--- config.mk ---
export PLATFORM = sky130hd
export DESIGN_NAME = telemetry_frame_serializer
export DESIGN_NICKNAME = d
export VERILOG_FILES = /design/src/sv/tfs_pkg.sv /design/src/sv/tfs_front.sv /design/src/sv/tfs_back.sv /design/src/sv/telemetry_frame_serializer.sv
export VERILOG_INCLUDE_DIRS = /design/src /design/src/sv
export SDC_FILE = /design/constraint.sdc
export NUM_CORES = 1
export LEC_CHECK = 0
export ABC_AREA = 1
export BUFFER_PORTS_ARGS = -buffer_cell sky130_fd_sc_hd__buf_2
export CELL_PAD_IN_SITES_DETAIL_PLACEMENT = 1
export CELL_PAD_IN_SITES_GLOBAL_PLACEMENT = 1
export CORE_AREA = 2 2 318 320
export DETAILED_ROUTE_END_ITERATION = 10
export DIE_AREA = 0 0 320 322
export PLACE_DENSITY = 0.78
export REMOVE_ABC_BUFFERS = 1
export SLEW_MARGIN = 20
export SYNTH_ARGS = -nofsm -noshare
export SYNTH_HDL_FRONTEND = slang
export SYNTH_SLANG_ARGS = --single-unit
--- constraint.sdc ---
create_clock -name clock -period 32.5 [get_ports clock]
set_input_delay 3.25 -clock clock [delete_from_list [all_inputs] [get_ports clock]]
set_output_delay 3.25 -clock clock [all_outputs]
set_load 0.01 [all_outputs]
--- src/sv/telemetry_frame_serializer_macros.svh ---
// Assertion macros used by the telemetry frame serializer top level.
`ifndef TELEMETRY_FRAME_SERIALIZER_MACROS_SVH
`define TELEMETRY_FRAME_SERIALIZER_MACROS_SVH

// Same-cycle implication, checked on every rising clock edge outside reset.
`define TFS_ASSERT_IMPLIES(label, clk, rst, ante, cons, msg) \
   label: assert property (@(posedge clk) disable iff (rst) (ante) |-> (cons)) \
      else $error(msg);

// Next-cycle implication, checked on every rising clock edge outside reset.
`define TFS_ASSERT_NEXT(label, clk, rst, ante, cons, msg) \
   label: assert property (@(posedge clk) disable iff (rst) (ante) |=> (cons)) \
      else $error(msg);

`endif

--- src/sv/tfs_pkg.sv ---
// Types and constants shared by the telemetry frame serializer modules.
`timescale 1ns / 1ps

package tfs_pkg;

   localparam int WORD_COUNT   = 11;
   localparam int RECORD_BYTES = WORD_COUNT * 4 + 1;
   localparam int RECORD_BITS  = RECORD_BYTES * 8;
   localparam int QUEUE_DEPTH  = 2;

   localparam logic [5:0] DEVICE_POS = 6'd4;
   localparam logic [5:0] COUNT_POS  = 6'd5;
   localparam logic [5:0] WORD_POS   = 6'd6;
   localparam logic [5:0] STATUS_POS = 6'd50;
   localparam logic [5:0] SUM_POS    = 6'd51;
   localparam logic [5:0] CR_POS     = 6'd52;
   localparam logic [5:0] LAST_POS   = 6'd53;

   localparam logic [7:0] SYNC_BYTE       = 8'hFF;
   localparam logic [7:0] TAG_T_BYTE      = 8'h54;
   localparam logic [7:0] TAG_R_BYTE      = 8'h52;
   localparam logic [7:0] CR_BYTE         = 8'h0D;
   localparam logic [7:0] LF_BYTE         = 8'h0A;
   localparam logic [7:0] DEVICE_ID_RESET = 8'h01;

   typedef logic [RECORD_BITS-1:0] tfs_record_type;
   typedef logic [5:0]             tfs_index_type;

   typedef struct packed {
      logic [31:0] baro_altitude;
      logic [31:0] gps_altitude;
      logic [31:0] gps_latitude;
      logic [31:0] gps_longitude;
      logic [31:0] accel_x;
      logic [31:0] accel_y;
      logic [31:0] accel_z;
      logic [31:0] rate_x;
      logic [31:0] rate_y;
      logic [31:0] rate_z;
      logic [31:0] roll_angle;
      logic [7:0]  status_code;
   } tfs_req_type;

   typedef struct packed {
      logic [7:0] frame_byte;
      logic       frame_last;
   } tfs_rsp_type;

   typedef struct packed {
      logic       busy;
      logic [7:0] frame_count;
   } tfs_back_status_type;

   function automatic logic [7:0] header_byte(input logic [1:0] pos);
      logic [7:0] value;
      unique case (pos)
         2'd0:    value = SYNC_BYTE;
         2'd1:    value = SYNC_BYTE;
         2'd2:    value = TAG_T_BYTE;
         default: value = TAG_R_BYTE;
      endcase
      return value;
   endfunction

endpackage

--- src/sv/tfs_front.sv ---
// Front end: accepts requests, packs them into byte order and queues them.
`timescale 1ns / 1ps

module tfs_front
   import tfs_pkg::*;
(
   input  logic           clock,
   input  logic           reset,
   input  logic           req_valid,
   output logic           req_stall,
   input  tfs_req_type    req_payload,
   output logic           q_valid,
   output tfs_record_type q_record,
   input  logic           q_pop
);

   tfs_record_type entry_ff [QUEUE_DEPTH];
   logic           wr_ptr_ff, wr_ptr_in;
   logic           rd_ptr_ff, rd_ptr_in;
   logic [1:0]     count_ff, count_in;
   logic           push;
   tfs_record_type packed_record;

   // Byte 0 of the record is the low byte of the first word; status is last.
   always_comb begin
      packed_record = {req_payload.status_code,
                       req_payload.roll_angle,
                       req_payload.rate_z,
                       req_payload.rate_y,
                       req_payload.rate_x,
                       req_payload.accel_z,
                       req_payload.accel_y,
                       req_payload.accel_x,
                       req_payload.gps_longitude,
                       req_payload.gps_latitude,
                       req_payload.gps_altitude,
                       req_payload.baro_altitude};
   end

   assign req_stall = (count_ff == 2'(QUEUE_DEPTH));
   assign push      = req_valid && !req_stall;
   assign q_valid   = (count_ff != 2'd0);
   assign q_record  = entry_ff[rd_ptr_ff];

   always_comb begin
      wr_ptr_in = push  ? wr_ptr_ff + 1'b1 : wr_ptr_ff;
      rd_ptr_in = q_pop ? rd_ptr_ff + 1'b1 : rd_ptr_ff;
      count_in  = count_ff + 2'(push) - 2'(q_pop);
   end

   always_ff @(posedge clock) begin
      if (reset) begin
         wr_ptr_ff <= 1'b0;
         rd_ptr_ff <= 1'b0;
         count_ff  <= 2'd0;
      end else begin
         wr_ptr_ff <= wr_ptr_in;
         rd_ptr_ff <= rd_ptr_in;
         count_ff  <= count_in;
      end
   end

   always_ff @(posedge clock) begin
      if (push) begin
         entry_ff[wr_ptr_ff] <= packed_record;
      end
   end

endmodule

--- src/sv/tfs_back.sv ---
// Back end: walks a queued record through the 54-byte frame, one byte a cycle unless stalled.
`timescale 1ns / 1ps

module tfs_back
   import tfs_pkg::*;
(
   input  logic                clock,
   input  logic                reset,
   input  logic                q_valid,
   input  tfs_record_type      q_record,
   output logic                q_pop,
   input  logic [7:0]          device_id,
   output logic                rsp_valid,
   input  logic                rsp_stall,
   output tfs_rsp_type         rsp_payload,
   output tfs_back_status_type status
);

   logic           busy_ff, busy_in;
   tfs_index_type  idx_ff, idx_in;
   tfs_record_type shreg_ff, shreg_in;
   logic [7:0]     sum_ff, sum_in;
   logic [7:0]     count_ff, count_in;
   logic           rsp_valid_ff, rsp_valid_in;
   tfs_rsp_type    rsp_ff, rsp_in;
   logic           out_ready;
   logic           emit;
   logic           last;
   logic           load;
   logic           in_body;
   logic [7:0]     cur_byte;

   assign out_ready = !rsp_valid_ff || !rsp_stall;
   assign emit      = busy_ff && out_ready;
   assign last      = (idx_ff == LAST_POS);
   assign load      = q_valid && (!busy_ff || (emit && last));
   assign q_pop     = load;
   assign in_body   = (idx_ff >= WORD_POS) && (idx_ff <= STATUS_POS);

   always_comb begin
      priority if (idx_ff < DEVICE_POS) begin
         cur_byte = header_byte(idx_ff[1:0]);
      end else if (idx_ff == DEVICE_POS) begin
         cur_byte = device_id;
      end else if (idx_ff == COUNT_POS) begin
         cur_byte = count_ff;
      end else if (in_body) begin
         cur_byte = shreg_ff[7:0];
      end else if (idx_ff == SUM_POS) begin
         cur_byte = sum_ff;
      end else if (idx_ff == CR_POS) begin
         cur_byte = CR_BYTE;
      end else begin
         cur_byte = LF_BYTE;
      end
   end

   always_comb begin
      busy_in      = busy_ff;
      idx_in       = idx_ff;
      shreg_in     = shreg_ff;
      sum_in       = sum_ff;
      count_in     = count_ff;
      rsp_valid_in = rsp_valid_ff;
      rsp_in       = rsp_ff;
      if (emit) begin
         idx_in = idx_ff + 6'd1;
         // Checksum runs from the device id through the status byte.
         if (idx_ff == DEVICE_POS) begin
            sum_in = cur_byte;
         end else if ((idx_ff == COUNT_POS) || in_body) begin
            sum_in = sum_ff + cur_byte;
         end
         if (in_body) begin
            shreg_in = shreg_ff >> 8;
         end
         if (last) begin
            busy_in  = 1'b0;
            count_in = count_ff + 8'd1;
         end
      end
      if (load) begin
         busy_in  = 1'b1;
         idx_in   = '0;
         shreg_in = q_record;
      end
      if (out_ready) begin
         rsp_valid_in      = emit;
         rsp_in.frame_byte = cur_byte;
         rsp_in.frame_last = last;
      end
   end

   always_ff @(posedge clock) begin
      if (reset) begin
         busy_ff      <= 1'b0;
         idx_ff       <= '0;
         count_ff     <= 8'd0;
         rsp_valid_ff <= 1'b0;
      end else begin
         busy_ff      <= busy_in;
         idx_ff       <= idx_in;
         count_ff     <= count_in;
         rsp_valid_ff <= rsp_valid_in;
      end
   end

   always_ff @(posedge clock) begin
      shreg_ff <= shreg_in;
      sum_ff   <= sum_in;
      rsp_ff   <= rsp_in;
   end

   assign rsp_valid          = rsp_valid_ff;
   assign rsp_payload        = rsp_ff;
   assign status.busy        = busy_ff;
   assign status.frame_count = count_ff;

endmodule

--- src/sv/telemetry_frame_serializer.sv ---
// Telemetry frame serializer top level: register port, front queue and frame back end.
// Each request carries one telemetry record (eleven 32-bit words and a status byte)
// on req_payload; it is accepted on a clock edge with req_valid high and req_stall low.
// For every request the block sends a 54-byte frame on rsp_payload, one byte per
// accepted response: FF FF 54 52, device id, frame counter, the eleven words low
// byte first, the status byte, an 8-bit sum of bytes 4 through 50, then 0D 0A.
// frame_last marks the final 0A byte.
// A request taken by an idle block passes through the queue entry, the back end's index
// register and the output register before its first byte reaches rsp_valid. The back
// end emits one byte per cycle while rsp_stall is low; a queued frame follows the 0A
// byte with no gap. A two-entry request queue lets the sender run ahead by two records.
// While rsp_valid is high, rsp_stall holds the byte in the output register and freezes
// the back end; requests still enter until the queue is full, then req_stall rises.
// The device id register is written through csr_valid/csr_data (csr_ready is always
// high) and should only change while no frame is pending.
// Synchronous reset empties the queue, drops any frame in progress, clears the frame
// counter to 0 and sets the device id to 1.
`timescale 1ns / 1ps
`include "telemetry_frame_serializer_macros.svh"

module telemetry_frame_serializer
   import tfs_pkg::*;
(
   input  logic        clock,
   input  logic        reset,
   input  logic        req_valid,
   output logic        req_stall,
   input  tfs_req_type req_payload,
   output logic        rsp_valid,
   input  logic        rsp_stall,
   output tfs_rsp_type rsp_payload,
   input  logic        csr_valid,
   output logic        csr_ready,
   input  logic [7:0]  csr_data
);

   logic [7:0]          device_id_ff, device_id_in;
   logic                q_valid;
   tfs_record_type      q_record;
   logic                q_pop;
   tfs_back_status_type back_status;
   logic                rsp_take;

   assign csr_ready    = 1'b1;
   assign device_id_in = (csr_valid && csr_ready) ? csr_data : device_id_ff;

   always_ff @(posedge clock) begin
      if (reset) begin
         device_id_ff <= DEVICE_ID_RESET;
      end else begin
         device_id_ff <= device_id_in;
      end
   end

   tfs_front u_front (
      .clock       (clock),
      .reset       (reset),
      .req_valid   (req_valid),
      .req_stall   (req_stall),
      .req_payload (req_payload),
      .q_valid     (q_valid),
      .q_record    (q_record),
      .q_pop       (q_pop)
   );

   tfs_back u_back (
      .clock       (clock),
      .reset       (reset),
      .q_valid     (q_valid),
      .q_record    (q_record),
      .q_pop       (q_pop),
      .device_id   (device_id_ff),
      .rsp_valid   (rsp_valid),
      .rsp_stall   (rsp_stall),
      .rsp_payload (rsp_payload),
      .status      (back_status)
   );

   assign rsp_take = rsp_valid && !rsp_stall;

   `TFS_ASSERT_IMPLIES(a_last_is_lf, clock, reset, rsp_valid && rsp_payload.frame_last, rsp_payload.frame_byte == LF_BYTE, "frame_last set on a byte other than LF")
   `TFS_ASSERT_IMPLIES(a_count_advances, clock, reset, back_status.frame_count != $past(back_status.frame_count), rsp_valid && rsp_payload.frame_last && back_status.frame_count == $past(back_status.frame_count) + 8'd1, "frame counter moved other than by one at a frame end")
   `TFS_ASSERT_NEXT(a_frame_no_gap, clock, reset, rsp_take && !rsp_payload.frame_last, rsp_valid && (back_status.busy || rsp_payload.frame_last), "gap inside a frame")

endmodule

==> impl_metrics.ini <==
[detailed_routing]
drtIter0Drc = 1556
drt-total-wl_um = 101000
drt-wirelength-per-cell_um = 21.1
vias_per_cell = 5.28
drc = 0
drt_pre_antenna_iters = 5
ant_nets = 0
via_count = 25251

[clocking]
clk_latency_ns = 0.70
cts-root-buf = clkbuf_16
post-cts-setup-buffer-count = 0
cts_buffer_depth = 3
numCtsBuffers = 115
cts_tree = done
clkSlewWorstSetupHoldPaths_ns = 0.06
cts_resized = 0
hold_buffers = 0
cts.sinks = 1126
htreeDepth = 3

[floorplanning]
die_x_um = 320
die_h_um = 322
start_util = 0.446
coreArea_um2 = 99600
io_pins = 385
dieArea_um2 = 103000
row_count = 116

[worst_setup_path]
crit_slowest_cell = buf_4
crit_path_cell_trace = buf_2 -> nand2_1 -> nand2_1 -> inv_1 -> nand2_2 -> nand2_2 -> o21ai_4 -> buf_12 -> buf_4 -> buf_4 -> buf_4 -> nand2_1 -> o31ai_2
ff2ff_path_depth = 12
cp_slowest_stage_delay_ns = 0.90
cp.buffers_inverters = 6
path_depth = 13
crit_arrival_ns = 8.20
reg2reg_to = u_back.shreg_ff[335]$_DFFE_PP_
critPathRequiredTime_ns = 33.02
crit_family = buffers and inverters
path_class = input port to flop
crit_path_start = rsp_stall
regToRegStartpoint = u_back.rsp_valid$_SDFFE_PP0N_
crit_fanout = 167
cp-endpoint = u_back.shreg_ff[335]$_DFFE_PP_
startpoint_type = input port
endpoint_kind = flop
regToRegSetupSlack_ns = 27.12

[logic_synthesis]
ys_async_sr_fraction = 0
ys.flop_type = edfxtp_1
syn-mean-instance-area_um2 = 14.7
synth_mux_area_frac = 0
syn_inst = 3020
netlist.area_leader.share = 0.741
synth_edf_count = 1097
synth.distinct_cells = 31
synth_most_common_cell = edfxtp_1
synth-seq-area-share = 0.754
synth_area_leaders = edfxtp_1, o31ai_2, nor2_1, nand2_1, dfxtp_1
ys_ff_latch = 1126
synth_compound_gate_area_share = 0.106
synth_xor_area_frac = 0.00158
synth_top_family_by_area = simple AND/OR/NAND/NOR gates
syn_area_um2 = 44400
synth_common_cells = edfxtp_1, nor2_1, nand2_1
ys_warn_count = 0
yosys.area_share.adder = 0.00524
synth_top_area_cell = edfxtp_1
synth-simple-area-share = 0.107

[global_route]
grt_pass1_vias = 27567
grt_overflow = 0
antenna_found_initial = 28
met1_usage = 0.243
grt_pass1_wl_um = 156000
grt_max_degree = 199
met2_usage = 0.347
grt_use_total = 0.196
grt.met3_usage = 0.0382
busiest_layer = met2

[cells_and_area]
design_area_um2 = 51000
nNetsFinal = 3776
area_growth_pct = 14.7
fin_util = 0.512
drive_above_1_share = 0.265
stdcell_count = 4785
fillers = 9796

[power_and_ir_drop]
peakVddDrop_uv = 71.9
pwr_density_cell_nw_per_um2 = 95.2
power.leakage_nw = 18.5

[timing]
period_share = 0.236
setup_viol = 0
finClkSkew_ns = 0.0187
drv_slew = 0
rsz0062_at_grt = false
tightest_slew_ns = 1.12
relSlewSlack = 0.253
hold_slack_ns = 0.482
hold_violations = 0
min_period_ns = 7.68
max_freq_ghz = 0.130
setup_tns_ns = 0

[place]
dp.cells = 4564
dp_hpwl_um = 60300
io_buffers = 383
finalWeightedCongestion = 0.777
dpl_cell_area_um2 = 47300

[worst_hold_path]
holdCritPathClass = flop to flop

[outcome]
status = finished clean

[run]
max_cap_viol_count = 0
report_power, final:
part           switching, mW  internal (mW)
clock network          0.548          0.712
registers              0.122           2.16
logic                  0.907          0.401
total                   1.58           3.28
metrics by stage:
stage | power [mW] | setup WS, ns
3_5_place_dp | 3.64 | 24.05
2_1_floorplan | 3.82 | -68.33
6_report | 4.85 | 24.82
4_1_cts | 4.92 | 24.79
5_1_grt | 5.12 | 24.33
3_3_place_gp | 3.55 | 24.26
registers in the layout (all words and copies together), names as in the netlist, 2 cells and up, named ones only:
| name | cells |
|---|---|
| u_back.shreg_ff | 360 |
| u_front.entry_ff | 720 |
| u_back.count_ff | 8 |
| u_back.idx_ff | 6 |
| u_back.sum_ff | 8 |
| u_back.rsp_payload | 9 |
| device_id_ff | 8 |
| u_front.count_ff | 2 |
cell usage in the layout (no fill, tap or decap), drive strengths merged, types with 5 or more instances in the layout:
| cell | instances |
|---|---|
| a21oi | 31 |
| inv | 52 |
| edfxtp | 1097 |
| ha | 17 |
| nor2 | 752 |
| diode | 11 |
| o21ai | 27 |
| clkbuf | 150 |
| or2 | 7 |
| bufinv | 7 |
| nand2 | 445 |
| dfxtp | 29 |
| buf | 411 |
| clkinv | 45 |
| xor2 | 5 |
| o31ai | 352 |
| nand3 | 30 |
how the worst min path moves through the flow:
stage / end / depth (start not counted) / slack (ns) / start
CTS: device_id_ff[0]$_SDFFE_PP1P_ / 2 / 0.48 / device_id_ff[0]$_SDFFE_PP1P_
finish: flop / 2 / 0.48 / u_front.rd_ptr_ff$_SDFFE_PP0P_
floorplan: device_id_ff[0]$_SDFFE_PP1P_ / 2 / 0.42 / device_id_ff[0]$_SDFFE_PP1P_
detailed placement: device_id_ff[0]$_SDFFE_PP1P_ / 2 / 0.46 / device_id_ff[0]$_SDFFE_PP1P_
global route: flop / 2 / 0.50 / u_front.rd_ptr_ff$_SDFFE_PP0P_
global placement: device_id_ff[0]$_SDFFE_PP1P_ / 2 / 0.45 / device_id_ff[0]$_SDFFE_PP1P_
routing by layer:
layer / routed length (um) / part of all wire
met2: 52700 / 0.52
met1: 40900 / 0.40
met5: 166 / 0.0016
met4: 2110 / 0.021
met3: 5230 / 0.052
area by class of cell:
type,count,area [um2],share of cell area
Antenna cell,11,27.5,0.000540
Clock buffer,150,3030,0.0594
Clock inverter,58,534,0.0105
Inverter,47,184,0.00361
Multi-Input combinational cell,1684,9800,0.192
Sequential cell,1126,33500,0.658
Tap cell,1298,1620,0.0319
Timing Repair Buffer,411,2240,0.0440
kinds of logic after synthesis:
logic type,Yosys count
fa+ha+maj,18
other cells,1
buf+inv,210
xor+xnor,8
simple gates,1241
compound gates,416
flops,1126
worst register-to-register path, delay by kind of cell, from the launching register on:
family | cells | cell delay [ns]
buffers and inverters | 5 | 3.41
AND/OR/NAND/NOR | 5 | 1.24
flip-flops | 1 | 0.33
AO/OA/AOI/OAI | 2 | 0.22
Note: power is estimated with default switching activity, not from simulation.
